File: config.mk
export PLATFORM = sky130hd
export DESIGN_NAME = veto_coincidence_hit_filter_core
export DESIGN_NICKNAME = d
export VERILOG_FILES = /design/src/rtl/vchf_pkg.sv /design/src/rtl/vchf_ram.sv /design/src/rtl/vchf_window_cmp.sv /design/src/rtl/veto_coincidence_hit_filter_core.sv
export SDC_FILE = /design/constraint.sdc
export NUM_CORES = 2
export LEC_CHECK = 0
export CAP_MARGIN = 0
export CORE_MARGIN = 1.5
export CORE_UTILIZATION = 45
export CTS_CLUSTER_DIAMETER = 120
export DETAILED_ROUTE_END_ITERATION = 7
export DONT_BUFFER_PORTS = 1
export PLACE_DENSITY_LB_ADDON = 0.08
export SLEW_MARGIN = 20
export SYNTH_ARGS = -nofsm -noshare
export SYNTH_HDL_FRONTEND = slang
export SYNTH_SLANG_ARGS = --single-unit
File: constraint.sdc
create_clock -name clock -period 13.9 [get_ports clock]
set_clock_uncertainty 0.05 [all_clocks]
set_input_delay 2.78 -clock clock [delete_from_list [all_inputs] [get_ports clock]]
set_output_delay 2.78 -clock clock [all_outputs]
set_load 0.02 [all_outputs]
File: src/rtl/vchf_pkg.sv
// Shared types, sizes, request codes and extension helpers for the veto
// coincidence hit filter. Depends on nothing; vchf_window_cmp and the core use it.
`default_nettype none

package vchf_pkg;

   // Store and field sizes
   localparam int VETO_DEPTH = 64;
   localparam int TIME_BITS  = 48;
   localparam int HIT_BITS   = 48;
   localparam int WIN_BITS   = 41;

   localparam int STORE_BITS = (TIME_BITS < HIT_BITS) ? TIME_BITS : HIT_BITS;
   localparam int ADDR_BITS  = (VETO_DEPTH > 1) ? $clog2(VETO_DEPTH) : 1;
   localparam int COUNT_BITS = $clog2(VETO_DEPTH + 1);
   localparam int CMP_BITS   = ((STORE_BITS > WIN_BITS) ? STORE_BITS : WIN_BITS) + 2;

   localparam logic [COUNT_BITS-1:0] DEPTH_COUNT = COUNT_BITS'(VETO_DEPTH);

   // Window register reset values (+/-2000 ns at 25 ps per tick)
   localparam logic [WIN_BITS-1:0] WINDOW_LOW_RESET  = WIN_BITS'(-80000);
   localparam logic [WIN_BITS-1:0] WINDOW_HIGH_RESET = WIN_BITS'(80000);

   // Request codes
   localparam logic [1:0] REQ_CLEAR = 2'd0;
   localparam logic [1:0] REQ_LOAD  = 2'd1;
   localparam logic [1:0] REQ_TEST  = 2'd2;

   // Register indexes
   localparam logic CSR_WINDOW_LOW  = 1'b0;
   localparam logic CSR_WINDOW_HIGH = 1'b1;

   typedef struct packed {
      logic [1:0]          req_type;
      logic [HIT_BITS-1:0] hit_time;
   } req_payload_type;

   typedef struct packed {
      logic                keep_hit;
      logic [HIT_BITS-1:0] target_time;
      logic                store_overflow;
   } rsp_payload_type;

   // Window compare outcome for one stored veto time
   typedef struct packed {
      logic below_low;
      logic in_window;
   } cmp_flags_type;

   // Zero-extend a stored time to the output field width
   function automatic logic [HIT_BITS-1:0] widen_time(input logic [STORE_BITS-1:0] t);
      logic [HIT_BITS-1:0] res;
      res = '0;
      res[STORE_BITS-1:0] = t;
      return res;
   endfunction

   // Zero-extend an unsigned value into the compare width
   function automatic logic signed [CMP_BITS-1:0] ext_time(input logic [STORE_BITS-1:0] t);
      logic signed [CMP_BITS-1:0] res;
      res = '0;
      res[STORE_BITS-1:0] = t;
      return res;
   endfunction

   function automatic logic signed [CMP_BITS-1:0] ext_high(input logic [WIN_BITS-1:0] w);
      logic signed [CMP_BITS-1:0] res;
      res = '0;
      res[WIN_BITS-1:0] = w;
      return res;
   endfunction

   // Sign-extend the low window into the compare width
   function automatic logic signed [CMP_BITS-1:0] ext_low(input logic [WIN_BITS-1:0] w);
      logic signed [CMP_BITS-1:0] res;
      res = {CMP_BITS{w[WIN_BITS-1]}};
      res[WIN_BITS-1:0] = w;
      return res;
   endfunction

endpackage

`default_nettype wire

File: src/rtl/vchf_ram.sv
// Generic single-port RAM with registered read data.
// Self-contained; used for the veto time store.
`default_nettype none

module vchf_ram #(
   parameter int WIDTH = 48,
   parameter int DEPTH = 64
) (
   input  wire                                        clock,
   input  wire                                        wr_en,
   input  wire                                        rd_en,
   input  wire [((DEPTH > 1) ? $clog2(DEPTH) : 1)-1:0] addr,
   input  wire [WIDTH-1:0]                            wr_data,
   output logic [WIDTH-1:0]                           rd_data
);

   logic [WIDTH-1:0] mem_ff [DEPTH];
   logic [WIDTH-1:0] rdata_ff;

   // Write and registered read on the shared port
   always_ff @(posedge clock) begin
      if (wr_en) begin
         mem_ff[addr] <= wr_data;
      end
      if (rd_en) begin
         rdata_ff <= mem_ff[addr];
      end
   end

   assign rd_data = rdata_ff;

endmodule

`default_nettype wire

File: src/rtl/vchf_window_cmp.sv
// Shared window compare unit: registers dt = target - veto, then checks it
// against the low and high windows. Depends on vchf_pkg.
`default_nettype none

module vchf_window_cmp (
   input  wire                                 clock,
   input  wire                                 load,
   input  wire  [vchf_pkg::STORE_BITS-1:0]     target_time,
   input  wire  [vchf_pkg::STORE_BITS-1:0]     veto_time,
   input  wire  [vchf_pkg::WIN_BITS-1:0]       window_low,
   input  wire  [vchf_pkg::WIN_BITS-1:0]       window_high,
   output vchf_pkg::cmp_flags_type             flags
);

   logic signed [vchf_pkg::CMP_BITS-1:0] dt_ff;
   logic signed [vchf_pkg::CMP_BITS-1:0] dt_in;
   logic signed [vchf_pkg::CMP_BITS-1:0] low_ext;
   logic signed [vchf_pkg::CMP_BITS-1:0] high_ext;

   // Form the signed time difference
   assign dt_in = vchf_pkg::ext_time(target_time) - vchf_pkg::ext_time(veto_time);

   always_ff @(posedge clock) begin
      if (load) begin
         dt_ff <= dt_in;
      end
   end

   // Compare the held difference against both windows
   assign low_ext  = vchf_pkg::ext_low(window_low);
   assign high_ext = vchf_pkg::ext_high(window_high);

   always_comb begin
      flags.below_low = (dt_ff < low_ext);
      flags.in_window = !flags.below_low && (dt_ff < high_ext);
   end

endmodule

`default_nettype wire

File: src/rtl/veto_coincidence_hit_filter_core.sv
// Top level of the veto coincidence hit filter: request handling, scan
// sequencer and result register. Depends on vchf_pkg, vchf_ram, vchf_window_cmp.
//
//   Port group  Dir  Handshake           Payload
//   req_        in   req_valid/ready     req_payload_type (req_type, hit_time)
//   rsp_        out  rsp_valid/ready     rsp_payload_type (keep_hit, target_time,
//                                        store_overflow)
//   csr_        in   csr_we              csr_index, csr_wdata (window registers)
//
// Clear and load requests complete in the cycle they are accepted.
// A test request scans one entry per cycle until an entry lies below or inside the
// window or all entries are read; the result then waits while the result register
// is full. The scan uses the single RAM port and the two-stage compare pipeline.
// Synchronous reset clears count, overflow flag and control state, presets windows.
// req_ready is low while a test scan runs or its result waits to be loaded.
`default_nettype none

module veto_coincidence_hit_filter_core (
   input  wire                                  clock,
   input  wire                                  reset,
   input  wire                                  req_valid,
   output logic                                 req_ready,
   input  vchf_pkg::req_payload_type            req_data,
   output logic                                 rsp_valid,
   input  wire                                  rsp_ready,
   output vchf_pkg::rsp_payload_type            rsp_data,
   input  wire                                  csr_we,
   input  wire                                  csr_index,
   input  wire  [vchf_pkg::WIN_BITS-1:0]        csr_wdata
);

   localparam logic [1:0] S_IDLE = 2'd0;
   localparam logic [1:0] S_SCAN = 2'd1;
   localparam logic [1:0] S_OUT  = 2'd2;

   logic [1:0]                          state_ff, state_in;
   logic [vchf_pkg::COUNT_BITS-1:0]     count_ff, count_in;
   logic                                overflow_ff, overflow_in;
   logic [vchf_pkg::WIN_BITS-1:0]       win_low_ff, win_low_in;
   logic [vchf_pkg::WIN_BITS-1:0]       win_high_ff, win_high_in;
   logic [vchf_pkg::STORE_BITS-1:0]     target_ff, target_in;
   logic [vchf_pkg::COUNT_BITS-1:0]     issue_addr_ff, issue_addr_in;
   logic                                rd_valid_ff, rd_valid_in;
   logic                                dt_valid_ff, dt_valid_in;
   logic                                keep_ff, keep_in;
   logic                                rsp_valid_ff, rsp_valid_in;
   vchf_pkg::rsp_payload_type           rsp_data_ff, rsp_data_in;

   logic                                req_fire;
   logic                                load_req;
   logic                                store_full;
   logic                                ram_wr_en;
   logic [vchf_pkg::ADDR_BITS-1:0]      ram_addr;
   logic [vchf_pkg::STORE_BITS-1:0]     ram_rd_data;
   logic                                issue_go;
   logic                                stop_hit;
   logic                                drain_done;
   logic                                out_fire;
   vchf_pkg::cmp_flags_type             flags;

   assign req_ready  = (state_ff == S_IDLE);
   assign req_fire   = req_valid && req_ready;
   assign load_req   = req_fire && (req_data.req_type == vchf_pkg::REQ_LOAD);
   assign store_full = (count_ff == vchf_pkg::DEPTH_COUNT);
   assign ram_wr_en  = load_req && !store_full;

   // Scan control: issue reads, stop on a window decision or when drained
   assign issue_go   = (state_ff == S_SCAN) && (issue_addr_ff < count_ff) && !stop_hit;
   assign stop_hit   = (state_ff == S_SCAN) && dt_valid_ff &&
                       (flags.below_low || flags.in_window);
   assign drain_done = (state_ff == S_SCAN) && !(issue_addr_ff < count_ff) &&
                       !rd_valid_ff && !dt_valid_ff;
   assign out_fire   = (state_ff == S_OUT) && (!rsp_valid_ff || rsp_ready);

   assign ram_addr = (state_ff == S_SCAN) ? issue_addr_ff[vchf_pkg::ADDR_BITS-1:0]
                                          : count_ff[vchf_pkg::ADDR_BITS-1:0];

   vchf_ram #(
      .WIDTH (vchf_pkg::STORE_BITS),
      .DEPTH (vchf_pkg::VETO_DEPTH)
   ) u_store (
      .clock   (clock),
      .wr_en   (ram_wr_en),
      .rd_en   (issue_go),
      .addr    (ram_addr),
      .wr_data (req_data.hit_time[vchf_pkg::STORE_BITS-1:0]),
      .rd_data (ram_rd_data)
   );

   vchf_window_cmp u_cmp (
      .clock       (clock),
      .load        (rd_valid_ff),
      .target_time (target_ff),
      .veto_time   (ram_rd_data),
      .window_low  (win_low_ff),
      .window_high (win_high_ff),
      .flags       (flags)
   );

   // Next-state logic for requests, scan and result
   always_comb begin
      state_in      = state_ff;
      count_in      = count_ff;
      overflow_in   = overflow_ff;
      win_low_in    = win_low_ff;
      win_high_in   = win_high_ff;
      target_in     = target_ff;
      issue_addr_in = issue_addr_ff;
      keep_in       = keep_ff;
      rd_valid_in   = issue_go;
      dt_valid_in   = rd_valid_ff && (state_ff == S_SCAN) && !stop_hit;
      rsp_valid_in  = rsp_valid_ff && !rsp_ready;
      rsp_data_in   = rsp_data_ff;

      // Write window registers
      if (csr_we) begin
         unique case (csr_index)
            vchf_pkg::CSR_WINDOW_LOW:  win_low_in  = csr_wdata;
            vchf_pkg::CSR_WINDOW_HIGH: win_high_in = csr_wdata;
            default: ;
         endcase
      end

      unique case (state_ff)
         S_IDLE: begin
            if (req_fire) begin
               unique case (req_data.req_type)
                  vchf_pkg::REQ_CLEAR: begin
                     count_in    = '0;
                     overflow_in = 1'b0;
                  end
                  vchf_pkg::REQ_LOAD: begin
                     if (store_full) begin
                        overflow_in = 1'b1;
                     end else begin
                        count_in = count_ff + 1'b1;
                     end
                  end
                  vchf_pkg::REQ_TEST: begin
                     target_in     = req_data.hit_time[vchf_pkg::STORE_BITS-1:0];
                     issue_addr_in = '0;
                     state_in      = S_SCAN;
                  end
                  default: ;
               endcase
            end
         end
         S_SCAN: begin
            if (issue_go) begin
               issue_addr_in = issue_addr_ff + 1'b1;
            end
            if (stop_hit) begin
               keep_in  = flags.below_low;
               state_in = S_OUT;
            end else if (drain_done) begin
               keep_in  = 1'b1;
               state_in = S_OUT;
            end
         end
         S_OUT: begin
            if (out_fire) begin
               rsp_valid_in               = 1'b1;
               rsp_data_in.keep_hit       = keep_ff;
               rsp_data_in.target_time    = vchf_pkg::widen_time(target_ff);
               rsp_data_in.store_overflow = overflow_ff;
               state_in                   = S_IDLE;
            end
         end
         default: begin
            state_in = S_IDLE;
         end
      endcase
   end

   // Control registers
   always_ff @(posedge clock) begin
      if (reset) begin
         state_ff     <= S_IDLE;
         count_ff     <= '0;
         overflow_ff  <= 1'b0;
         win_low_ff   <= vchf_pkg::WINDOW_LOW_RESET;
         win_high_ff  <= vchf_pkg::WINDOW_HIGH_RESET;
         rd_valid_ff  <= 1'b0;
         dt_valid_ff  <= 1'b0;
         rsp_valid_ff <= 1'b0;
      end else begin
         state_ff     <= state_in;
         count_ff     <= count_in;
         overflow_ff  <= overflow_in;
         win_low_ff   <= win_low_in;
         win_high_ff  <= win_high_in;
         rd_valid_ff  <= rd_valid_in;
         dt_valid_ff  <= dt_valid_in;
         rsp_valid_ff <= rsp_valid_in;
      end
   end

   // Payload registers
   always_ff @(posedge clock) begin
      target_ff     <= target_in;
      issue_addr_ff <= issue_addr_in;
      keep_ff       <= keep_in;
      rsp_data_ff   <= rsp_data_in;
   end

   assign rsp_valid = rsp_valid_ff;
   assign rsp_data  = rsp_data_ff;

`ifndef ASSERT_OFF
   a_count_bound: assert property (@(posedge clock) disable iff (reset)
      count_ff <= vchf_pkg::DEPTH_COUNT)
      else $error("veto count exceeds store depth");

   a_issue_bound: assert property (@(posedge clock) disable iff (reset)
      (state_ff == S_SCAN) |-> (issue_addr_ff <= count_ff))
      else $error("scan address ran past veto count");

   a_test_starts_scan: assert property (@(posedge clock) disable iff (reset)
      (req_fire && (req_data.req_type == vchf_pkg::REQ_TEST)) |=> (state_ff == S_SCAN))
      else $error("test request did not start a scan");

   a_pipe_in_scan: assert property (@(posedge clock) disable iff (reset)
      dt_valid_ff |-> (state_ff == S_SCAN))
      else $error("compare stage live outside a scan");

   a_rsp_from_out: assert property (@(posedge clock) disable iff (reset)
      $rose(rsp_valid_ff) |-> $past(state_ff == S_OUT))
      else $error("result raised without a finished scan");
`endif

endmodule

`default_nettype wire

Yosys cells after proc, flatten, opt, wreduce, memory -nomap -nowiden
Memories as Yosys holds them, arrays and structs flattened. A register that Yosys moved wholly into a read port is not among the register bits.
Cells that the tools add are included.
Operators by class
  add/sub/neg operators: 3
  magnitude comparators: 3
  equality and inequality tests: 12
  multiplexer cells: 21
  bitwise logic cells: 1
  reductions and logical operators: 39
Operators with widths (count)
  $lt 50x41->1: 1
  $lt 50x42->1: 1
  $sub 48x48->49: 1
  $mux 7: 4
  $pmux 7 s2: 2
  $reduce_and 4->1: 4
  $logic_and 1x1->1: 15
  $add 7x1->7 const B: 2
  $mux 2: 5
  $logic_not 1->1: 8
  $ne 2x2->1 const B: 4
  $reduce_and 2->1: 4
  $eq 7x7->1 const B: 1
  $lt 7x7->1: 1
  $mux 1: 7
  $mux 6: 1
  $pmux 2 s3: 1
  $reduce_bool 2->1: 3
  $eq 2x1->1 const B: 2
  $eq 2x2->1 const B: 2
  $logic_not 2->1: 2
  $ne 2x1->1 const B: 2
  $ne 3x3->1 const B: 1
  $reduce_and 3->1: 1
  3 further kinds: 4
Word-level totals
  register bits: 251
  memory bits (writable): 3072
  bits of input ports: 97
  word-level logic and storage cells: 95
  memories kept: 1
Memory list
  u_store.mem_ff: words 64, bits a word 48, rd ports 1, clocked after Yosys merged registers in 1, write ports 1, RTL line vchf_ram.sv:17  | logic [WIDTH-1:0] mem_ff [DEPTH];

Longest topological paths before layout
  word-level depth: 9
  mapped depth: 14
  gate-level depth less buffers: 12

Modules after synthesis
From an unflattened synthesis, not the netlist that was laid out.
Second synthesis, totals
  cell total of the unflattened synthesis: 7724
  area, all modules: 131496.1 um^2
Modules (own cells, without submodules)
  vchf_ram: instances 1, cells an instance 6380, area an instance 118005.7 um^2, seq. area each 93689.9 um^2
  veto_coincidence_hit_filter_core: instances 1, cells an instance 595, area an instance 7065.5 um^2, seq. area each 5084.9 um^2
  vchf_window_cmp: instances 1, cells an instance 749, area an instance 6424.9 um^2, seq. area each 1471.4 um^2

Worst setup path before layout
No wires, ideal clock.
  path type: in2reg
  from: input req_valid
  to: memory u_store.mem_ff[0][0] (enable)
  library setup time: 454 ps
  arrival time: 6175 ps
  setup slack: 7221 ps
  stages on the path: 6
  path buffers: 1
  cell sequence: nand2_1 or2_2 clkbuf_1 nor3b_1 nand2_1 nor2_1
On the way
  longest elaborated chain between the ends: 5
RTL lines
  from (decl): RTL line veto_coincidence_hit_filter_core.sv:21  | input wire req_valid,
  $logic_and 1x1->1: RTL line veto_coincidence_hit_filter_core.sv:62  | assign req_fire = req_valid && req_ready;
  $logic_and 1x1->1: RTL line veto_coincidence_hit_filter_core.sv:63  | assign load_req = req_fire && (req_data.req_type == vchf_pkg::REQ_LOAD);
  $logic_and 1x1->1: RTL line veto_coincidence_hit_filter_core.sv:65  | assign ram_wr_en = load_req && !store_full;
  $mux 1: RTL line vchf_ram.sv:22  | if (wr_en) begin
  $mux 1 (not written as such): RTL line vchf_ram.sv:23  | mem_ff[addr] <= wr_data;
  to (decl): RTL line vchf_ram.sv:17
Every way passes these cells.

Final worst setup path
  from: register state_ff[1]
  to: register u_store.rdata_ff[33] (netlist: u_store.rd_data[33]), read port of u_store.mem_ff (data pin)
On the way
  longest elaborated chain between the ends: 5
  elaborated cells on any way between the ends: 7
  classes of those cells: 1 x eq/ne; 1 x mux; 5 x reduce/logical
RTL lines
  from (decl): RTL line veto_coincidence_hit_filter_core.sv:36  | logic [1:0] state_ff, state_in;
  from (signal assigned): RTL line veto_coincidence_hit_filter_core.sv:187  | state_ff <= state_in;
  $eq 2x1->1 *: RTL line veto_coincidence_hit_filter_core.sv:68, veto_coincidence_hit_filter_core.sv:69, veto_coincidence_hit_filter_core.sv:75
  $logic_and 1x1->1 (2 in a row): RTL line veto_coincidence_hit_filter_core.sv:69  | assign stop_hit = (state_ff == S_SCAN) && dt_valid_ff &&
  $logic_not 1->1: RTL line veto_coincidence_hit_filter_core.sv:68  | assign issue_go = (state_ff == S_SCAN) && (issue_addr_ff < count_ff) && !stop_hit;
  $logic_and 1x1->1: RTL line veto_coincidence_hit_filter_core.sv:68
  to (decl): RTL line vchf_ram.sv:18  | logic [WIDTH-1:0] rdata_ff;
Mark *: on every way between the ends. The rest lies on a longest branch, timed or not.
A chain may end at the register's enable or synchronous reset.

==> summary.txt <==
Min path
  • Hold EP: rsp_data[49]
  • Min-Delay Path Class: register to register
  • Hold path cells: 0
  • Hold_sp: keep_ff

Timing
  • Worst rel slew slack: 10.6%
  • Final period utilization: between 40% and 50%
  • Fmax: 160 MHz
  • Final Hold Viols: 0
  • Hold WS: roughly 0.38 ns
  • Worst-margin pin slew: roughly 1.3 ns
  • Setup_tns: 0 ns
  • RSZ-0062 raised after global routing: false
  • Final slew viol count: 0
  • Final setup vio count: 0
  • Tmin final: approximately 6.3 ns

Floorplan
  • Num ports: around 150
  • # rows: 195
  • Initial Util: 45.2%
  • DIE HEIGHT: ~530 um
  • DIE AREA: 0.286 mm^2
  • Core Area: 0.282 mm^2
  • Die width: 535 um

Cells and area
  • Layout cells sized above 1: 10.2%
  • Area Growth Syn to Fin: 12.8%
  • Post-Layout Cell Count: ~12000
  • Number of nets in the layout: slightly above 8000
  • Final Cell Area: 0.144 mm^2

Synth
  • Post-synth ARST share: 0%
  • Post-Synth Simple-Gate Area: between 4 and 5%
  • Top cell type's share of synthesized area: 77.2%
  • Post-synth top cells: edfxtp_1, a22oi_1, nand2_1
  • Most common cell in the netlist: edfxtp_1
  • Multiplexer share of the synthesized area: 0.787%
  • Syn Nets: about 8000
  • Sequential share of the synthesized area: approximately 80%
  • Post-synthesis xor/xnor area fraction: 0.358%
  • Top_reg_cell synth: edfxtp_1
  • Synth Cell Area: 0.127 mm^2
  • Synth Warn #: 0
  • Largest family of logic cells by synthesized area: compound AO/OA/AOI/OAI gates
  • Post-Synth Adder-Cell Area: 1.44%
  • Synth Area in Compound Gates: between 10% and 20%
  • Post-synth EDFFs: 3275
  • Syn avg cell area: 16.3 um^2
  • Cells after Synth: 7802
  • Distinct cell type count after synthesis: just under 80
  • Synth Register Bits: 3370
  • Yosys top cell by area: edfxtp_1
  • Top post-synthesis cells by area: edfxtp_1, a22oi_1, nand2_1

Drt
  • Vias: 76900
  • Routed wire length: between 400000 and 500000 um
  • DR vias/cell: about 6.4
  • Antenna viol nets, final: 0
  • DR WL/cell: approximately 38 um
  • Router iterations before antenna repair: 6
  • Remaining DRCs: 0
  • Iteration-0 DRC Markers: 11800

Placement
  • Routability Congestion: between 0.9 and 1
  • Post-DP Area: 0.133 mm^2
  • Post-DP HPWL: 267000 um
  • Port buffer count: 0
  • Dpl cells: 11300

Critical path
  • Data arrival time of the worst path: between 6 and 7 ns
  • CP Capture Type: register
  • Critical path class: register to register
  • Worst setup SP type: register
  • R2r setup slk: 7.65 ns
  • FF-to-FF path depth: 13
  • Worst endpoint required time: between 10 and 15 ns
  • Crit Path Max Fanout: 44
  • RR Startpoint: state_ff[1]
  • Critical R2R Capture: u_store.rd_data[33]

Outcome
  • Outcome: completed

Pwr
  • Peak VDD IR: 0.000164 V
  • Leakage: 45.2 nW
  • Pwr Density: around 150 mW/mm^2

Clocking
  • CTS Buffer Depth: 4
  • Clk_lat worst skew: 0.95 ns
  • Root Buffer: clkbuf_16
  • H-tree depth: 5
  • CTS resizes: 0
  • CTS tree: yes
  • Clock sink total: about 3400
  • Clock transition at path regs: 0.06 ns
  • CTS buffer count: 353
  • Hold bufs inserted after CTS: 0
  • Total setup buffers inserted after CTS: 0

Global routing
  • Largest net degree at the start of global routing: 95
  • Initial antenna violation count: 46
  • Total global routing track utilization: between 30% and 40%
  • GRT overflow: 0
  • First-pass GRT wire length: about 620000 um
  • Number of global-route vias before repair: around 73000

Run
  • Max-Cap Viols: 0
-- per-layer routing --
layer,wire (um),global-route usage [%],part of all wire [%]
met2,209000,48.7,46
met3,51200,7.37,11
met1,180000,43.7,39
met4,17500,10.9,3.8
met5,107,0,0.023
-- report_power, final --
group	internal, W	leakage (nW)	switching [W]
clock network	0.00518	5.37	0.00398
logic	0.000155	9.63	0.000396
registers	0.0112	30.2	0.0000193
total	0.0165	45.2	0.00440
-- state kept, by name, summed over array words and instances (netlist names) --
register / cells
count_ff: 7
dt_valid_ff: 1
issue_addr_ff: 7
keep_ff: 1
overflow_ff: 1
rd_valid_ff: 1
rsp_data: 50
rsp_valid: 1
state_ff: 2
target_ff: 48
u_cmp.dt_ff: 49
u_store.mem_ff: 3072
u_store.rd_data: 48
win_high_ff: 41
win_low_ff: 41
-- critical path: stages (launching register included) --
cell      delay [ns]
dfxtp_1         0.41
nand2b_2        0.74
mux2i_4         0.33
buf_4           0.63
nor2_4          0.15
buf_4           0.36
buf_4           0.40
buf_4           0.36
a22oi_1         0.21
nand2_1         0.07
o21ai_0         0.50
o21ai_0         0.31
nor4_1          1.03
nand3_1         0.16
-- stage by stage --
step	power, W	utilization, %	worst slack, ns
finish	0.0209	51.0	7.65
detailed placement	0.0119	47.1	7.45
floorplan	0.0117	-	7.22
global placement	0.0119	47.0	7.46
global route	0.0214	51.0	7.66
CTS	0.0210	51.0	7.69
-- worst max-delay path by stage --
| stage | start | end | slack [ns] | cells past startpoint |
|---|---|---|---|---|
| 2_1_floorplan | req_valid | u_store.mem_ff[0][0] | 7.22 | 6 |
| 5_1_grt | state_ff[1] | u_store.rd_data[33] | 7.66 | 13 |
| 6_report | state_ff[1] | u_store.rd_data[33] | 7.65 | 13 |
| 4_1_cts | state_ff[1] | u_store.rd_data[33] | 7.69 | 13 |
| 3_5_place_dp | req_valid | u_store.mem_ff[60][45] | 7.45 | 7 |
| 3_3_place_gp | req_valid | u_store.mem_ff[60][42] | 7.46 | 7 |
-- kinds of logic (layout without fill, tap and decap cells) --
kind of cell    count (synthesis)  count (layout)
compound gates               2186            2186
simple gates                 1341            1341
xor+xnor                       52              52
other cells                     0              10
flops                        3370            3370
mux                            99              99
buf+inv                       608            1001
fa+ha+maj                     146             146
-- layout make-up --
class | instances | area [um^2]
antenna | 10 | 25.0
clock buffer | 434 | 9250
clock inverter | 194 | 1740
fill | 23200 | 138000
inverter | 149 | 561
multi-input combinational | 3824 | 25200
sequential | 3370 | 100000
tap | 3743 | 4680
timing repair buffer | 224 | 1930
-- placed cells by master (no fill, tap or decap), types with 92 or more instances in the layout --
master,count
nand2_1,799
o21ai_0,138
dfxtp_1,94
a21oi_1,394
edfxtp_1,3275
a221oi_1,92
buf_4,204
mux2i_1,94
nand4_1,97
a22oi_1,1132
nor2_1,135
inv_1,148
clkbuf_16,358
a31oi_1,100
ha_1,145
(Power assumes the default switching activity.)
